==> config.mk <==
export PLATFORM = sky130hd
export DESIGN_NAME = ac_line_presence_qualifier_core_flat
export DESIGN_NICKNAME = d
export VERILOG_FILES = /design/src/rtl/aclpq_pkg.sv /design/src/rtl/aclpq_sample_if.sv /design/src/rtl/aclpq_result_if.sv /design/src/rtl/aclpq_cfg_regs.sv /design/src/rtl/aclpq_eval.sv /design/src/rtl/ac_line_presence_qualifier_core.sv /design/src/flat_wrapper.sv
export SDC_FILE = /design/constraint.sdc
export NUM_CORES = 1
export LEC_CHECK = 0
export ABC_CLOCK_PERIOD_IN_PS = 6100
export BUFFER_PORTS_ARGS = -buffer_cell sky130_fd_sc_hd__buf_2
export CAP_MARGIN = 20
export CORE_UTILIZATION = 50
export DETAILED_ROUTE_END_ITERATION = 12
export HOLD_SLACK_MARGIN = 0.02
export PLACE_DENSITY = 0.67
export SLEW_MARGIN = 20
export SYNTH_ARGS = -nofsm -noshare
export SYNTH_HDL_FRONTEND = slang
export SYNTH_HIERARCHICAL = 1
export SYNTH_SLANG_ARGS = --single-unit
==> constraint.sdc <==
create_clock -name i_clk -period 6.1 [get_ports i_clk]
set_clock_uncertainty 0.15 [all_clocks]
set_input_delay 0.915 -clock i_clk [delete_from_list [all_inputs] [get_ports i_clk]]
set_output_delay 0.915 -clock i_clk [all_outputs]
set_load 0.01 [all_outputs]
==> src/rtl/aclpq_pkg.sv <==
// shared types and constants for the ac line presence qualifier
`timescale 1ns / 1ps
package aclpq_pkg;

    localparam int unsigned TIME_W   = 32;
    localparam int unsigned REG_W    = 16;
    localparam int unsigned EDGE_W   = 8;
    localparam int unsigned CFG_IDX_W = 2;

    localparam logic [REG_W-1:0] COUNT_MAX = {REG_W{1'b1}};

    localparam logic [REG_W-1:0] WINDOW_MS_RST       = 16'd250;
    localparam logic [REG_W-1:0] MIN_EDGES_RST       = 16'd6;
    localparam logic [REG_W-1:0] MIN_LOW_SAMPLES_RST = 16'd3;
    localparam logic [REG_W-1:0] ALERT_HOLD_MS_RST   = 16'd7000;

    typedef enum logic [CFG_IDX_W-1:0] {
        CFG_WINDOW_MS       = 2'd0,
        CFG_MIN_EDGES       = 2'd1,
        CFG_MIN_LOW_SAMPLES = 2'd2,
        CFG_ALERT_HOLD_MS   = 2'd3
    } t_cfg_idx;

    typedef enum logic [1:0] {
        EV_NONE     = 2'd0,
        EV_LOST     = 2'd1,
        EV_RESTORED = 2'd2
    } t_event;

    typedef struct packed {
        logic [REG_W-1:0] window_ms;
        logic [REG_W-1:0] min_edges;
        logic [REG_W-1:0] min_low_samples;
        logic [REG_W-1:0] alert_hold_ms;
    } t_cfg;

    typedef struct packed {
        logic [TIME_W-1:0] time_ms;
        logic              line_low;
        logic [EDGE_W-1:0] edges_added;
    } t_sample;

    typedef struct packed {
        logic   ac_present;
        logic   window_closed;
        t_event change_event;
        t_event alert_kind;
    } t_result;

endpackage

==> src/rtl/aclpq_sample_if.sv <==
// sample channel interface
`timescale 1ns / 1ps
interface aclpq_sample_if;
    logic                           valid;
    logic                           ready;
    logic [aclpq_pkg::TIME_W-1:0]   time_ms;
    logic                           line_low;
    logic [aclpq_pkg::EDGE_W-1:0]   edges_added;

    modport source (output valid, output time_ms, output line_low, output edges_added,
                    input ready);
    modport sink   (input valid, input time_ms, input line_low, input edges_added,
                    output ready);
endinterface

==> src/rtl/aclpq_result_if.sv <==
// result channel interface
`timescale 1ns / 1ps
interface aclpq_result_if;
    logic       valid;
    logic       ready;
    logic       ac_present;
    logic       window_closed;
    logic [1:0] change_event;
    logic [1:0] alert_kind;

    modport source (output valid, output ac_present, output window_closed,
                    output change_event, output alert_kind, input ready);
    modport sink   (input valid, input ac_present, input window_closed,
                    input change_event, input alert_kind, output ready);
endinterface

==> src/rtl/aclpq_cfg_regs.sv <==
// configuration register bank
`timescale 1ns / 1ps
module aclpq_cfg_regs (
    input  logic                              i_clk,
    input  logic                              i_rst_n,
    input  logic                              i_cfg_we,
    input  logic [aclpq_pkg::CFG_IDX_W-1:0]   i_cfg_idx,
    input  logic [aclpq_pkg::REG_W-1:0]       i_cfg_data,
    output aclpq_pkg::t_cfg                   o_cfg
);

    aclpq_pkg::t_cfg r_cfg;

    always_ff @(posedge i_clk) begin
        if (!i_rst_n) begin
            r_cfg.window_ms       <= aclpq_pkg::WINDOW_MS_RST;
            r_cfg.min_edges       <= aclpq_pkg::MIN_EDGES_RST;
            r_cfg.min_low_samples <= aclpq_pkg::MIN_LOW_SAMPLES_RST;
            r_cfg.alert_hold_ms   <= aclpq_pkg::ALERT_HOLD_MS_RST;
        end else if (i_cfg_we) begin
            unique case (aclpq_pkg::t_cfg_idx'(i_cfg_idx))
                aclpq_pkg::CFG_WINDOW_MS:       r_cfg.window_ms       <= i_cfg_data;
                aclpq_pkg::CFG_MIN_EDGES:       r_cfg.min_edges       <= i_cfg_data;
                aclpq_pkg::CFG_MIN_LOW_SAMPLES: r_cfg.min_low_samples <= i_cfg_data;
                aclpq_pkg::CFG_ALERT_HOLD_MS:   r_cfg.alert_hold_ms   <= i_cfg_data;
            endcase
        end
    end

    assign o_cfg = r_cfg;

endmodule

==> src/rtl/aclpq_eval.sv <==
// window counters, presence decision and alert hold state
`timescale 1ns / 1ps
module aclpq_eval (
    input  logic                i_clk,
    input  logic                i_rst_n,
    input  logic                i_fire,
    input  aclpq_pkg::t_sample  i_sample,
    input  aclpq_pkg::t_cfg     i_cfg,
    output aclpq_pkg::t_result  o_result
);

    logic [aclpq_pkg::TIME_W-1:0] r_window_start, n_window_start;
    logic [aclpq_pkg::REG_W-1:0]  r_edge_total, n_edge_total;
    logic [aclpq_pkg::REG_W-1:0]  r_low_total, n_low_total;
    logic                         r_present, n_present;
    logic                         r_started, n_started;
    aclpq_pkg::t_event            r_alert_type, n_alert_type;
    logic [aclpq_pkg::TIME_W-1:0] r_alert_end, n_alert_end;

    logic [aclpq_pkg::REG_W:0]    edge_sum;
    logic [aclpq_pkg::REG_W-1:0]  edge_acc;
    logic [aclpq_pkg::REG_W-1:0]  low_acc;
    logic [aclpq_pkg::TIME_W-1:0] elapsed;
    logic [aclpq_pkg::TIME_W-1:0] alert_left;
    logic                         closed;
    logic                         fresh;
    logic                         changed;
    logic                         alert_active;
    aclpq_pkg::t_event            event_code;
    aclpq_pkg::t_event            alert_pre;

    always_comb begin
        edge_sum = {1'b0, r_edge_total}
                 + {{(aclpq_pkg::REG_W + 1 - aclpq_pkg::EDGE_W){1'b0}}, i_sample.edges_added};
        edge_acc = edge_sum[aclpq_pkg::REG_W] ? aclpq_pkg::COUNT_MAX
                                              : edge_sum[aclpq_pkg::REG_W-1:0];
        low_acc  = (i_sample.line_low && (r_low_total != aclpq_pkg::COUNT_MAX))
                 ? r_low_total + 1'b1 : r_low_total;

        elapsed = i_sample.time_ms - r_window_start;
        closed  = elapsed >= {{(aclpq_pkg::TIME_W - aclpq_pkg::REG_W){1'b0}}, i_cfg.window_ms};
        fresh   = (edge_acc >= i_cfg.min_edges) || (low_acc >= i_cfg.min_low_samples);
        changed = closed && r_started && (fresh != r_present);

        event_code = changed ? (fresh ? aclpq_pkg::EV_RESTORED : aclpq_pkg::EV_LOST)
                             : aclpq_pkg::EV_NONE;
        alert_pre  = changed ? event_code : r_alert_type;

        // a fresh alert has exactly the hold time left
        alert_left = r_alert_end - i_sample.time_ms;
        if (changed) begin
            alert_active = i_cfg.alert_hold_ms != '0;
        end else begin
            alert_active = (r_alert_type != aclpq_pkg::EV_NONE) && (alert_left != '0)
                         && !alert_left[aclpq_pkg::TIME_W-1];
        end

        n_edge_total   = closed ? '0 : edge_acc;
        n_low_total    = closed ? '0 : low_acc;
        n_window_start = closed ? i_sample.time_ms : r_window_start;
        n_started      = r_started || closed;
        n_present      = closed ? fresh : r_present;
        n_alert_type   = alert_active ? alert_pre : aclpq_pkg::EV_NONE;
        n_alert_end    = changed
                       ? i_sample.time_ms
                         + {{(aclpq_pkg::TIME_W - aclpq_pkg::REG_W){1'b0}}, i_cfg.alert_hold_ms}
                       : r_alert_end;

        o_result.ac_present    = n_present;
        o_result.window_closed = closed;
        o_result.change_event  = event_code;
        o_result.alert_kind    = n_alert_type;
    end

    always_ff @(posedge i_clk) begin
        if (!i_rst_n) begin
            r_window_start <= '0;
            r_edge_total   <= '0;
            r_low_total    <= '0;
            r_present      <= 1'b0;
            r_started      <= 1'b0;
            r_alert_type   <= aclpq_pkg::EV_NONE;
            r_alert_end    <= '0;
        end else if (i_fire) begin
            r_window_start <= n_window_start;
            r_edge_total   <= n_edge_total;
            r_low_total    <= n_low_total;
            r_present      <= n_present;
            r_started      <= n_started;
            r_alert_type   <= n_alert_type;
            r_alert_end    <= n_alert_end;
        end
    end

endmodule

==> src/rtl/ac_line_presence_qualifier_core.sv <==
// top level of the ac line presence qualifier
// usage:
//   i_sample carries one word per sample: millisecond timestamp, sense level and
//   the edge count since the previous sample. o_result returns one word per
//   sample: presence, window closed flag, change event and active alert kind.
//   configuration is written through i_cfg_we / i_cfg_idx / i_cfg_data while idle.
// pipeline and throughput:
//   a word accepted into the input register is evaluated and written to the
//   result register, which presents it on o_result. one word per cycle is
//   sustained while o_result is taken; the counter and alert state are updated
//   combinationally between the input register and the result register.
// reset:
//   synchronous active-low reset clears the counts, presence, alert state and
//   the valid flags of both pipeline registers and reloads the default configuration.
// stall:
//   when o_result is held, the result register keeps its word and the input
//   register still takes one more word; i_sample.ready then drops until the
//   result is taken.
`timescale 1ns / 1ps
module ac_line_presence_qualifier_core (
    input  logic                              i_clk,
    input  logic                              i_rst_n,
    aclpq_sample_if.sink                      i_sample,
    aclpq_result_if.source                    o_result,
    input  logic                              i_cfg_we,
    input  logic [aclpq_pkg::CFG_IDX_W-1:0]   i_cfg_idx,
    input  logic [aclpq_pkg::REG_W-1:0]       i_cfg_data
);

    aclpq_pkg::t_cfg     cfg;
    aclpq_pkg::t_sample  r_in_data;
    logic                r_in_valid;
    aclpq_pkg::t_result  eval_result;
    aclpq_pkg::t_result  r_out_data;
    logic                r_out_valid;
    logic                fire;
    logic                in_take;

    aclpq_cfg_regs u_cfg (
        .i_clk      (i_clk),
        .i_rst_n    (i_rst_n),
        .i_cfg_we   (i_cfg_we),
        .i_cfg_idx  (i_cfg_idx),
        .i_cfg_data (i_cfg_data),
        .o_cfg      (cfg)
    );

    aclpq_eval u_eval (
        .i_clk    (i_clk),
        .i_rst_n  (i_rst_n),
        .i_fire   (fire),
        .i_sample (r_in_data),
        .i_cfg    (cfg),
        .o_result (eval_result)
    );

    assign fire           = r_in_valid && (!r_out_valid || o_result.ready);
    assign i_sample.ready = !r_in_valid || fire;
    assign in_take        = i_sample.valid && i_sample.ready;

    always_ff @(posedge i_clk) begin
        if (!i_rst_n) begin
            r_in_valid <= 1'b0;
        end else if (in_take) begin
            r_in_valid <= 1'b1;
        end else if (fire) begin
            r_in_valid <= 1'b0;
        end
    end

    always_ff @(posedge i_clk) begin
        if (in_take) begin
            r_in_data.time_ms     <= i_sample.time_ms;
            r_in_data.line_low    <= i_sample.line_low;
            r_in_data.edges_added <= i_sample.edges_added;
        end
    end

    always_ff @(posedge i_clk) begin
        if (!i_rst_n) begin
            r_out_valid <= 1'b0;
        end else if (fire) begin
            r_out_valid <= 1'b1;
        end else if (o_result.ready) begin
            r_out_valid <= 1'b0;
        end
    end

    always_ff @(posedge i_clk) begin
        if (fire) begin
            r_out_data <= eval_result;
        end
    end

    assign o_result.valid         = r_out_valid;
    assign o_result.ac_present    = r_out_data.ac_present;
    assign o_result.window_closed = r_out_data.window_closed;
    assign o_result.change_event  = r_out_data.change_event;
    assign o_result.alert_kind    = r_out_data.alert_kind;

    // an event only comes with a closed window
    a_event_needs_close: assert property (@(posedge i_clk) disable iff (!i_rst_n)
        (r_out_valid && (r_out_data.change_event != aclpq_pkg::EV_NONE))
        |-> r_out_data.window_closed)
        else $error("change event without closed window");

    // event direction agrees with presence
    a_event_matches_presence: assert property (@(posedge i_clk) disable iff (!i_rst_n)
        (r_out_valid && (r_out_data.change_event != aclpq_pkg::EV_NONE))
        |-> (r_out_data.ac_present == (r_out_data.change_event == aclpq_pkg::EV_RESTORED)))
        else $error("change event disagrees with presence");

    // input side stalls only with both registers full and the receiver holding
    a_stall_cause: assert property (@(posedge i_clk) disable iff (!i_rst_n)
        !i_sample.ready |-> (r_in_valid && r_out_valid && !o_result.ready))
        else $error("input stalled without a full pipeline");

    // a held result word does not change
    a_hold_result: assert property (@(posedge i_clk) disable iff (!i_rst_n)
        (r_out_valid && !o_result.ready) |=> (r_out_valid && $stable(r_out_data)))
        else $error("held result changed");

endmodule

==> src/flat_wrapper.sv <==
// flat-port wrapper written by rule: the top's interface ports become plain ports
module ac_line_presence_qualifier_core_flat 
  (i_clk, i_rst_n, i_cfg_we, i_cfg_idx, i_cfg_data, i_sample_valid, i_sample_time_ms, i_sample_line_low, i_sample_edges_added, i_sample_ready, o_result_valid, o_result_ac_present, o_result_window_closed, o_result_change_event, o_result_alert_kind, o_result_ready);
  aclpq_sample_if i_sample_i ();
  aclpq_result_if o_result_i ();
  input  logic i_clk;
  input  logic i_rst_n;
  input  logic i_cfg_we;
  input  logic [aclpq_pkg::CFG_IDX_W-1:0] i_cfg_idx;
  input  logic [aclpq_pkg::REG_W-1:0] i_cfg_data;
  input wire logic [$bits(i_sample_i.valid)-1:0] i_sample_valid;
  input wire logic [$bits(i_sample_i.time_ms)-1:0] i_sample_time_ms;
  input wire logic [$bits(i_sample_i.line_low)-1:0] i_sample_line_low;
  input wire logic [$bits(i_sample_i.edges_added)-1:0] i_sample_edges_added;
  output wire logic [$bits(i_sample_i.ready)-1:0] i_sample_ready;
  output wire logic [$bits(o_result_i.valid)-1:0] o_result_valid;
  output wire logic [$bits(o_result_i.ac_present)-1:0] o_result_ac_present;
  output wire logic [$bits(o_result_i.window_closed)-1:0] o_result_window_closed;
  output wire logic [$bits(o_result_i.change_event)-1:0] o_result_change_event;
  output wire logic [$bits(o_result_i.alert_kind)-1:0] o_result_alert_kind;
  input wire logic [$bits(o_result_i.ready)-1:0] o_result_ready;
  assign i_sample_i.valid = i_sample_valid;
  assign i_sample_i.time_ms = i_sample_time_ms;
  assign i_sample_i.line_low = i_sample_line_low;
  assign i_sample_i.edges_added = i_sample_edges_added;
  assign i_sample_ready = i_sample_i.ready;
  assign o_result_valid = o_result_i.valid;
  assign o_result_ac_present = o_result_i.ac_present;
  assign o_result_window_closed = o_result_i.window_closed;
  assign o_result_change_event = o_result_i.change_event;
  assign o_result_alert_kind = o_result_i.alert_kind;
  assign o_result_i.ready = o_result_ready;
  ac_line_presence_qualifier_core u_core (.i_clk(i_clk), .i_rst_n(i_rst_n), .i_sample(i_sample_i), .o_result(o_result_i), .i_cfg_we(i_cfg_we), .i_cfg_idx(i_cfg_idx), .i_cfg_data(i_cfg_data));
endmodule
==> flow_metrics.env, run 1 <==
export IMPL_cap_violations=0
export IMPL_cts_repair_resized=0
export IMPL_yosysWarnings=6
export IMPL_finalCriticalPeriod_ns=5.729
export IMPL_io_buffers=71
export IMPL_worst_slack_ns=0.3712
export IMPL_grt_max_degree=66
export IMPL_drv_slew=0
export IMPL_syn_inst=1804
export IMPL_crit_fanout=9
export IMPL_grt_pass1_wl_um=66500
export IMPL_clk_latency_ns=0.56
export IMPL_max_stage_delay_ns=0.52
export IMPL_cts_hold_buf=0
export IMPL_grt_use_total_pct=26.85
export IMPL_reg2reg_setup_slack_ns=0.37
export IMPL_wl_per_cell_um=18.32
export IMPL_fin_util_pct=55.76
export IMPL_report_final_hold_viol_count=0
export IMPL_antenna_found_initial=1
export IMPL_die_h_um=175.5
export IMPL_ys_async_sr_fraction_pct=0
export IMPL_ir_drop_mv=0.2187
export IMPL_synth_seq_cells=213
export IMPL_pre_cts_ws_ns=0.3547
export IMPL_cellPowerDensity_mw_per_mm2=235.2
export IMPL_max_freq_mhz=174.6
export IMPL_path_clk_slew_ns=0.06
export IMPL_cts_sinks=213
export IMPL_htree_levels=1
export IMPL_grt_pass1_vias=12509
export IMPL_vias=13251
export IMPL_fin_crit_sh_pct=93.91
export IMPL_io_pins=72
export IMPL_numCtsBuffers=26
export IMPL_area_growth_pct=9.828
export IMPL_yosysUniqueCellTypes=86
export IMPL_initial_core_util_pct=50.77
export IMPL_drt_wl_total_um=41240
export IMPL_syn_num_nets=2007
export IMPL_dr_pass1_iters=6
export IMPL_start_kind="flop"
export IMPL_cts_buffer_depth=3
export IMPL_final_common_cell="nand2_1"
export IMPL_synth_area_mm2=0.01505
export IMPL_globalplace_congestion=0.9185
export IMPL_avgSynthCellArea_um2=8.342
export IMPL_n_antenna_cell=0
export IMPL_cts_tree="built"
export IMPL_drtIter0Drc=961
export IMPL_synth_flop_cell="dfxtp_1"
export IMPL_detail_route_antenna_nets=0
export IMPL_coreArea_mm2=0.02964
export IMPL_fin_setup_tns_ns=0
export IMPL_nets=2044
export IMPL_crit_chain="ha_1 > a21o_1 > a22o_1 > a221oi_2 > nand2_1 > xor2_1 > ha_1 > a21oi_1 > nor2b_1 > o21ai_0 > o21ai_0 > or4_1 > nor4b_1 > or4b_1 > nor4_4 > and4b_1 > a31o_1 > and3_1"
export IMPL_crit_slowest_cell="or4b_1"
export IMPL_finalSetupViolCount=0
export IMPL_via_per_inst=5.887
export IMPL_critPathBufInv=0
export IMPL_chipWidth_um=175.5
export IMPL_power_mw=3.888
export IMPL_worstPathRequired_ns=6.23
export IMPL_leakage_nw=7.070
export IMPL_synth_seq_area_share_pct=31.46
export IMPL_cts_root_buf="clkbuf_16"
export IMPL_die_area_mm2=0.03080
export IMPL_drive_above_1_share_pct=8.060
export IMPL_slew_headroom_pct=29.77
export IMPL_worstPathArrival_ns=5.86
export IMPL_dpl_hpwl_um=31460
export IMPL_status="finished clean"
export IMPL_drc=0
export IMPL_overflow=0
export IMPL_rows=63
export IMPL_hold_path_class="flop to flop"
export IMPL_tightest_slew_ns=1.050
export IMPL_synth_edf_count=47
export IMPL_final_cell_mix="nand2_1, dfxtp_1, inv_1, ha_1, a21oi_1"
export IMPL_critical_path_class="flop to flop"
export IMPL_critPathTopFamily="simple AND/OR/NAND/NOR gates"
export IMPL_endpoint_kind="flop"
export IMPL_rsz0062_at_grt="false"
## routing by layer
metal / vias up / global-route usage [%] / part of all wire (%)
met5: - / 0 / 0
met4: 0 / 6.522 / 2.2
met3: 65 / 4.221 / 6.3
met2: 421 / 42.91 / 44
met1: 6266 / 37.73 / 47
li1: 6499 / - / -
## metrics by stage
stage	hold WS, ns	cell area, um^2	instances
2_1_floorplan	0.2847	15050	1804
3_3_place_gp	0.2923	15660	2201
3_5_place_dp	0.2982	15660	2201
4_1_cts	0.3102	16510	2249
5_1_grt	0.3234	16530	2251
6_report	0.3056	16530	2251
## cell families after synthesis
logic type | count (synthesis) | synth area share, %
fa+ha+maj | 139 | 11.76
xor+xnor | 95 | 5.529
simple gates | 615 | 20.35
buf+inv | 229 | 6.385
flops | 213 | 31.46
compound gates | 435 | 19.31
mux | 78 | 5.205
## layout make-up
cell class,instances,area (um^2)
clock buffers,32,704.4
clock inverters,16,152.6
fillers,2792,13110
inverters,150,563.0
multi-input cells,1362,9387
flip-flops and latches,213,4735
well taps,390,488.0
repair buffers,88,498.0
## Yosys cell counts, drive strengths merged (7+ instances only)
cell,instances,area (um^2)
and3,24,150.1
mux2i,76,760.7
a31oi,11,68.82
buf,35,231.5
inv,149,559.3
o22ai,9,56.30
a21boi,49,371.6
nor2,98,367.9
nor2b,50,320.3
nand2b,20,125.1
o21bai,8,60.06
or4,8,60.06
o21a,22,165.2
nor3,29,145.1
and2,10,62.56
o2111ai,7,61.31
a21o,37,277.8
clkbuf,44,166.4
edfxtp,47,1411
o211ai,19,142.6
ha,135,1689
nand3,34,170.2
nand3b,16,132.6
a21oi,111,559.3
dfxtp,166,3323
o21ai,74,370.4
o211a,10,100.1
or2,7,43.80
nand4,30,187.7
xor2,36,315.3
nor4,27,183.9
xnor2,59,516.8
a211oi,19,147.6
nand2,237,892.1
## power breakdown
part | internal [mW] | switching, mW | total (mW)
logic | 0.314 | 0.481 | 0.795
clock network | 0.907 | 0.638 | 1.54
registers | 1.50 | 0.0466 | 1.55
total | 2.72 | 1.17 | 3.89
## worst min-delay path, stage by stage (launching register included)
cell     delay (ns)
dfxtp_1        0.31
nand2_1        0.05
mux2i_1        0.05
## state kept, by name (all words and copies together) (netlist names), 2 cells and up
name / flops
u_core/u_eval/r_alert_type: 2
u_core/o_result.change_event: 2
u_core/u_cfg/o_cfg: 64
u_core/r_in_data: 41
u_core/u_eval/r_low_total: 16
u_core/o_result.alert_kind: 2
u_core/u_eval/r_window_start: 32
u_core/u_eval/r_alert_end: 32
u_core/u_eval/r_edge_total: 16
## repair_timing
| action | in CTS | in global routing |
|---|---|---|
| setup endpoints to repair | 0 | 9 |
| setup buffers | 0 | 2 |
| hold endpoints to repair | 0 | 0 |
## worst paths after layout
check                    startpoint                       endpoint  cells past startpoint
max reg2reg    u_core/r_in_data[17]  u_core/o_result.alert_kind[0]                     18
max            u_core/r_in_data[17]  u_core/o_result.alert_kind[0]                     18
min          u_core/u_cfg/o_cfg[40]         u_core/u_cfg/o_cfg[40]                      2
min reg2reg  u_core/u_cfg/o_cfg[40]         u_core/u_cfg/o_cfg[40]                      2
Note: power is estimated with default switching activity, not from simulation.
==> run 2: changes to the inputs <==
ABC_CLOCK_PERIOD_IN_PS = 6500   (was 6100)
BUFFER_PORTS_ARGS = -buffer_cell sky130_fd_sc_hd__buf_4   (was -buffer_cell sky130_fd_sc_hd__buf_2)
CORE_MARGIN = 4   (was default)
clock period = 6.5 ns   (was 6.1 ns; I/O delays follow)
==> run 2 against run 1 <==
  * Combinational power shrank 5.3%
  * Count of clock-buffer cells in the layout shrank 5
  * First-iteration DRC count grew 11%
==> flow_metrics.env, run 2 (synthesis results as in run 1) <==
export IMPL_wl_per_cell_um=18.40
export IMPL_crit_slowest_cell="and2_1"
export IMPL_status="finished clean"
export IMPL_drv_slew=0
export IMPL_finalCriticalPeriod_ns=6.071
export IMPL_finalSetupViolCount=0
export IMPL_cts_setup_buffers=0
export IMPL_final_common_cell="nand2_1"
export IMPL_layoutNonFillerInstCount=2246
export IMPL_leakage_nw=7.172
export IMPL_endpoint_kind="flop"
export IMPL_initial_core_util_pct=50.77
export IMPL_worstPathArrival_ns=6.39
export IMPL_area_growth_pct=11.48
export IMPL_io_buffers=71
export IMPL_cts_buffer_depth=3
export IMPL_critical_path_class="flop to flop"
export IMPL_die_h_um=181.5
export IMPL_start_kind="flop"
export IMPL_critPathLaunch="u_core/r_in_data[20]"
export IMPL_cts_sinks=213
export IMPL_cts_tree="built"
export IMPL_fillers=2807
export IMPL_cts_root_buf="clkbuf_16"
export IMPL_nets=2039
export IMPL_crit_fanout=17
export IMPL_rsz0062_at_grt="false"
export IMPL_vias=13069
export IMPL_crit_top_cell="nand2_1"
export IMPL_drt_wl_total_um=41330
export IMPL_crit_chain="ha_1 > a21oi_1 > nand2_1 > a221oi_2 > nand2_1 > nand3_1 > nand2_1 > xor2_1 > ha_1 > a221oi_1 > o211ai_1 > or4_1 > nor4b_1 > or4b_1 > nor4_4 > and2_1 > nand3_1 > a21boi_1"
export IMPL_overflow=0
export IMPL_timing_rr_start="u_core/r_in_data[20]"
export IMPL_ir_drop_mv=0.1942
export IMPL_largest_reg_flops=64
export IMPL_tightest_slew_ns=1.068
export IMPL_hold_path_class="flop to flop"
export IMPL_drive_above_1_share_pct=8.244
export IMPL_dp_cells=2198
export IMPL_critPathTopFamily="simple AND/OR/NAND/NOR gates"
export IMPL_rows=63
export IMPL_grt_pass1_vias=12639
export IMPL_dpl_hpwl_um=31430
export IMPL_dr_pass1_iters=5
export IMPL_numCtsBuffers=26
export IMPL_max_freq_mhz=164.7
export IMPL_fin_crit_sh_pct=93.40
export IMPL_grt_use_total_pct=24.26
export IMPL_clk_latency_ns=0.55
export IMPL_slew_headroom_pct=28.57
export IMPL_cts_hold_buf=0
export IMPL_detail_route_antenna_nets=0
export IMPL_pre_cts_ws_ns=0.5454
export IMPL_htree_levels=1
export IMPL_cap_violations=0
export IMPL_antenna_found_initial=0
export IMPL_globalplace_congestion=0.9770
export IMPL_n_antenna_cell=0
export IMPL_via_per_inst=5.819
export IMPL_max_stage_delay_ns=0.66
export IMPL_hold_path_startpoint="u_core/u_cfg/o_cfg[47]"
export IMPL_grt_max_degree=78
export IMPL_die_area_mm2=0.03294
export IMPL_io_pins=72
export IMPL_chipWidth_um=181.5
export IMPL_cts_repair_resized=0
export IMPL_worst_slack_ns=0.4288
export IMPL_path_clk_slew_ns=0.06
export IMPL_worstPathRequired_ns=6.82
export IMPL_report_final_hold_viol_count=0
export IMPL_final_cell_mix="nand2_1, dfxtp_1, inv_1, ha_1, a21oi_1"
export IMPL_fin_setup_tns_ns=0
export IMPL_cellPowerDensity_mw_per_mm2=228.9
export IMPL_drc=0
export IMPL_drtIter0Drc=1065
export IMPL_grt_pass1_wl_um=66050
export IMPL_critPathBufInv=0
export IMPL_coreArea_mm2=0.02964
## run 2: changes by cell type in the layout (fill, tap and decap cells not counted), moves of 2 or more
cell       before  now
clkbuf_1        4    1
buf_2          70    0
buf_4          17   82
clkinv_2        4    8
inv_6           0    2
clkinv_1        8    3
bufinv_16       2    7
## run 2: where the power goes
group	switching, mW	total, mW	internal (mW)
Combinational	0.453	0.753	0.300
Sequential	0.0434	1.45	1.41
Clock	0.616	1.63	1.02
## run 2: worst min-delay path, stage by stage, from the launching register on
cell,delay [ns]
dfxtp_1,0.31
nand2_1,0.05
mux2i_1,0.05
## run 2: final timing paths
check / to / slack (ns) / depth (start not counted)
min reg2reg: u_core/u_cfg/o_cfg[47] / 0.31 / 2
min: u_core/u_cfg/o_cfg[47] / 0.31 / 2
max reg2reg: u_core/u_eval/r_low_total[11] / 0.43 / 18
max: u_core/u_eval/r_low_total[11] / 0.43 / 18
## run 2: layer usage
metal	vias to the layer above	part of all wire (%)	global-route usage (%)
li1	6477	-	-
met1	6164	47	34.86
met2	371	44	38.18
met3	57	6.2	3.946
met4	0	2.7	6.184
met5	-	0	0
## run 2: metrics by stage
step           instance area (um^2)  power, mW  hold slack (ns)  util [%]
2_1_floorplan                 15050      2.009           0.2847         -
3_3_place_gp                  15810      2.210           0.2941     53.34
3_5_place_dp                  15810      2.217           0.2992     53.34
4_1_cts                       16780      3.864           0.3087     56.60
5_1_grt                       16780      4.018           0.3275     56.60
6_report                      16780      3.839           0.3077     56.60
## run 2: final cells by class
| cell class | instances | area, um^2 | share of cell area, % |
|---|---|---|---|
| sequential | 213 | 4735 | 28.22 |
| clock buffer | 27 | 654.4 | 3.901 |
| inverter | 150 | 563.0 | 3.356 |
| tap | 390 | 488.0 | 2.909 |
| clock inverter | 21 | 314.1 | 1.872 |
| multi-input combinational | 1362 | 9387 | 55.95 |
| timing repair buffer | 83 | 635.6 | 3.789 |
